File: src/sv/hpc_pkg.sv
// hpc_pkg: shared types and constants for the hyperedge pin coarsening block.
// No dependencies.
package hpc_pkg;

    localparam int NODE_W  = 12;
    localparam int GROUP_W = 12;
    localparam int CNT_W   = 6;
    localparam int STAMP_W = 16;

    localparam logic ACT_LOAD = 1'b0;
    localparam logic ACT_PIN  = 1'b1;

    // one classified item passed from front to back
    typedef struct packed {
        logic               action;
        logic [NODE_W-1:0]  node_id;
        logic [GROUP_W-1:0] map_grp;
        logic               is_dst;
        logic               last_pin;
    } item_t;

endpackage

File: src/sv/hpc_front.sv
// hpc_front: input stage and two-entry queue toward the back end.
// Depends on hpc_pkg.
module hpc_front (
    input  logic           aclk,
    input  logic           aresetn,
    input  logic           s_valid,
    output logic           s_ready,
    input  hpc_pkg::item_t s_item,
    output logic           q_valid,
    input  logic           q_ready,
    output hpc_pkg::item_t q_item
);

    hpc_pkg::item_t mem_reg [2];
    logic       wp_reg, rp_reg;
    logic [1:0] cnt_reg;
    logic       push, pop;

    assign s_ready = (cnt_reg != 2'd2);
    assign q_valid = (cnt_reg != 2'd0);
    assign q_item  = mem_reg[rp_reg];
    assign push    = s_valid && s_ready;
    assign pop     = q_valid && q_ready;

    always_ff @(posedge aclk) begin
        if (push) begin
            mem_reg[wp_reg] <= s_item;
        end
        if (!aresetn) begin
            wp_reg  <= 1'b0;
            rp_reg  <= 1'b0;
            cnt_reg <= 2'd0;
        end else begin
            if (push) wp_reg <= ~wp_reg;
            if (pop) rp_reg <= ~rp_reg;
            cnt_reg <= cnt_reg + {1'b0, push} - {1'b0, pop};
        end
    end

endmodule

File: config.mk
export PLATFORM = sky130hd
export DESIGN_NAME = hpc_front
export DESIGN_NICKNAME = d
export VERILOG_FILES = /design/src/sv/hpc_pkg.sv /design/src/sv/hpc_front.sv
export SDC_FILE = /design/constraint.sdc
export NUM_CORES = 1
export LEC_CHECK = 0
export ABC_AREA = 1
export BUFFER_PORTS_ARGS = -buffer_cell sky130_fd_sc_hd__buf_2
export CORE_ASPECT_RATIO = 1.4
export CORE_MARGIN = 5
export CORE_UTILIZATION = 39
export DETAILED_ROUTE_END_ITERATION = 7
export SYNTH_ARGS = -nofsm -noshare
export SYNTH_HDL_FRONTEND = slang
export SYNTH_SLANG_ARGS = --single-unit
File: constraint.sdc
create_clock -name aclk -period 2.1 [get_ports aclk]
set_clock_uncertainty 0.05 [all_clocks]
set_input_delay 0.42 -clock aclk [delete_from_list [all_inputs] [get_ports aclk]]
set_output_delay 0.42 -clock aclk [all_outputs]
set_load 0.01 [all_outputs]
==> impl_metrics.ini <==
[layout]
fin_nets = 224
antenna_cells = 0
post-route-util_pct = 49.6
design_area_um2 = 2870
final_cells = 266
area_delta_synth_final_pct = 25.0
fillCellCount = 529
largest_reg_flops = 54
drive_gt1_share_pct = 54.6

[global_route]
grt_max_degree = 28
grt_pass1_wl_um = 5920
antenna_found_initial = 0
grt_pass1_vias = 1347
grtUsageTotal_pct = 11.1
grt-ovfl-total = 0

[sta]
finalSetupViolations = 0
fin_setup_tns_ns = 0
final_hold_viol_count = 0
max-slew-margin-rel_pct = 76.2
post-route-period-util_pct = 92.4
max_freq_ghz = 0.515
fin_ws_ns = 0.159
worst_pin_slew_ns = 0.356
slew_viol_final = 0
rsz0062_at_grt = no
fin_crit_ns = 1.94

[yosys]
syn_inst = 120
synth-seq-cells = 59
synth_top_area_cell = edfxtp_1
syn_nets = 153
ys_types = 12
syn_area_per_cell_um2 = 19.1
synthesis.area_um2 = 2290
seq_area_frac_synth_pct = 75.1
yosysTopAreaCellShare_pct = 70.7
synthTopCellsByArea = edfxtp_1 71%, mux2_4 13%, dfxtp_1 4.4%
yosysWarnings = 0

[critical_path]
worstSetupStartpointType = flip-flop
critical_path_arrival_ns = 1.47
path_class = reg2out
worstPathRequired_ns = 1.63
path_max_fanout = 18
endpoint_kind = output port

[placed_design]
dp.cells = 250
placed_cell_area_um2 = 2660
place_ws_ns = 0.476
routabilityCongestion = 0.711
dp_hpwl_um = 2790
port_buffers = 59

[clock_tree]
ctsRootBufferMaster = clkbuf_8
cts.sink_count = 59
insertion_delay_ns = 0.32
ctsHtreeMaxLevel = 3
path_clk_slew_ns = 0.07
holdBufCountCts = 0
post_cts_buffers = 0
tritoncts = built
cts-resized-gates = 0
cts_made_buffers = 9
clockBufferDepth = 2

[run]
drv_cap = 0

[floorplan]
num_io_pins = 60
chipHeight_um = 101
placementRows = 33
core_um2 = 5780
dieWidth_um = 74.8
start_util_pct = 39.7
fp.dieArea_um2 = 7530

[drt]
vias = 1206
dr.pass1.iters = 4
viasPerCell = 4.53
wl_per_cell_um = 14.2
wl_um = 3780
antenna_left = 0
drt_iter0_markers = 59
remaining_drc_errors = 0

[power_and_ir_drop]
ir_drop_mv = 0.646
leakage_nw = 1.18
pwr_density_cell_nw_per_um2 = 1220

[min_path]
min_path_type = in2reg

[outcome]
status = completed
## metrics by stage
step                      total power, mW  hold WS, ns
after floorplan                      2.21        0.417
after global placement               2.45        0.439
after detailed placement             2.48        0.464
after CTS                            3.55        0.214
after global routing                 3.69        0.211
final                                3.49        0.231
## worst paths after layout
path	start	endpoint	slack (ns)	cells after the start
min	s_item[16]	mem_reg[1][16]	0.23	1
min reg2reg	rp_reg	rp_reg	0.48	2
max reg2reg	cnt_reg[0]	cnt_reg[1]	0.51	10
max	flip-flop	q_item[2]	0.16	3
## cells in the final DEF (no fill, tap or decap)
| cell | Yosys | layout |
|---|---|---|
| buf_2 | 0 | 59 |
| edfxtp_1 | 54 | 54 |
| mux2_4 | 20 | 20 |
| nand2_1 | 9 | 9 |
| clkbuf_8 | 0 | 9 |
| inv_1 | 7 | 7 |
| nor2_1 | 8 | 7 |
| mux2_2 | 7 | 7 |
| clkinv_2 | 0 | 4 |
| dfxtp_1 | 5 | 4 |
| buf_4 | 0 | 4 |
| nand3_1 | 3 | 3 |
| a21oi_1 | 2 | 2 |
| ha_1 | 2 | 2 |
| bufinv_16 | 0 | 2 |
| nor2_2 | 0 | 1 |
| dfxtp_2 | 0 | 1 |
| clkbuf_1 | 0 | 1 |
## layout make-up
| type | instances | area, um^2 | share of cell area, % |
|---|---|---|---|
| inverter | 7 | 26.3 | 0.917 |
| timing repair buffer | 63 | 325 | 11.4 |
| multi-input combinational | 51 | 495 | 17.3 |
| clock buffer | 10 | 128 | 4.45 |
| clock inverter | 6 | 80.1 | 2.79 |
| tap | 70 | 87.6 | 3.06 |
| sequential | 59 | 1720 | 60.1 |
## cell families after synthesis
group                      after synthesis  share of synthesized area (%)
buffers and inverters                   10                           3.38
adders and majority gates                2                           1.09
DFF                                     59                           75.1
AOI/OAI and AO/OA                        2                          0.437
muxes                                   27                           16.5
and+or+nand+nor                         20                           3.44
## synthesized netlist by cell type
| cell type | count |
|---|---|
| nand3_1 | 3 |
| ha_1 | 2 |
| edfxtp_1 | 54 |
| nor2_1 | 8 |
| mux2_2 | 7 |
| a21oi_1 | 2 |
| mux2_4 | 20 |
| inv_1 | 7 |
| buf_6 | 1 |
| buf_12 | 2 |
| nand2_1 | 9 |
| dfxtp_1 | 5 |
## power breakdown
part	switching, mW	internal [mW]
registers	0.0591	1.49
clock network	0.396	0.659
logic	0.448	0.433
## per-layer routing
layer	part of all wire [%]	routed length, um	track usage [%]
met5	0	0	0
met3	6.2	235	3.49
met1	35	1300	10.7
met4	3.1	118	7.40
met2	56	2120	19.4
## worst max-delay path, cell delays in order, from the launching register on
cell	delay, ns
dfxtp_2	0.32
buf_4	0.29
mux2_2	0.38
buf_2	0.15
No activity file was read; power rests on OpenSTA's default activity.
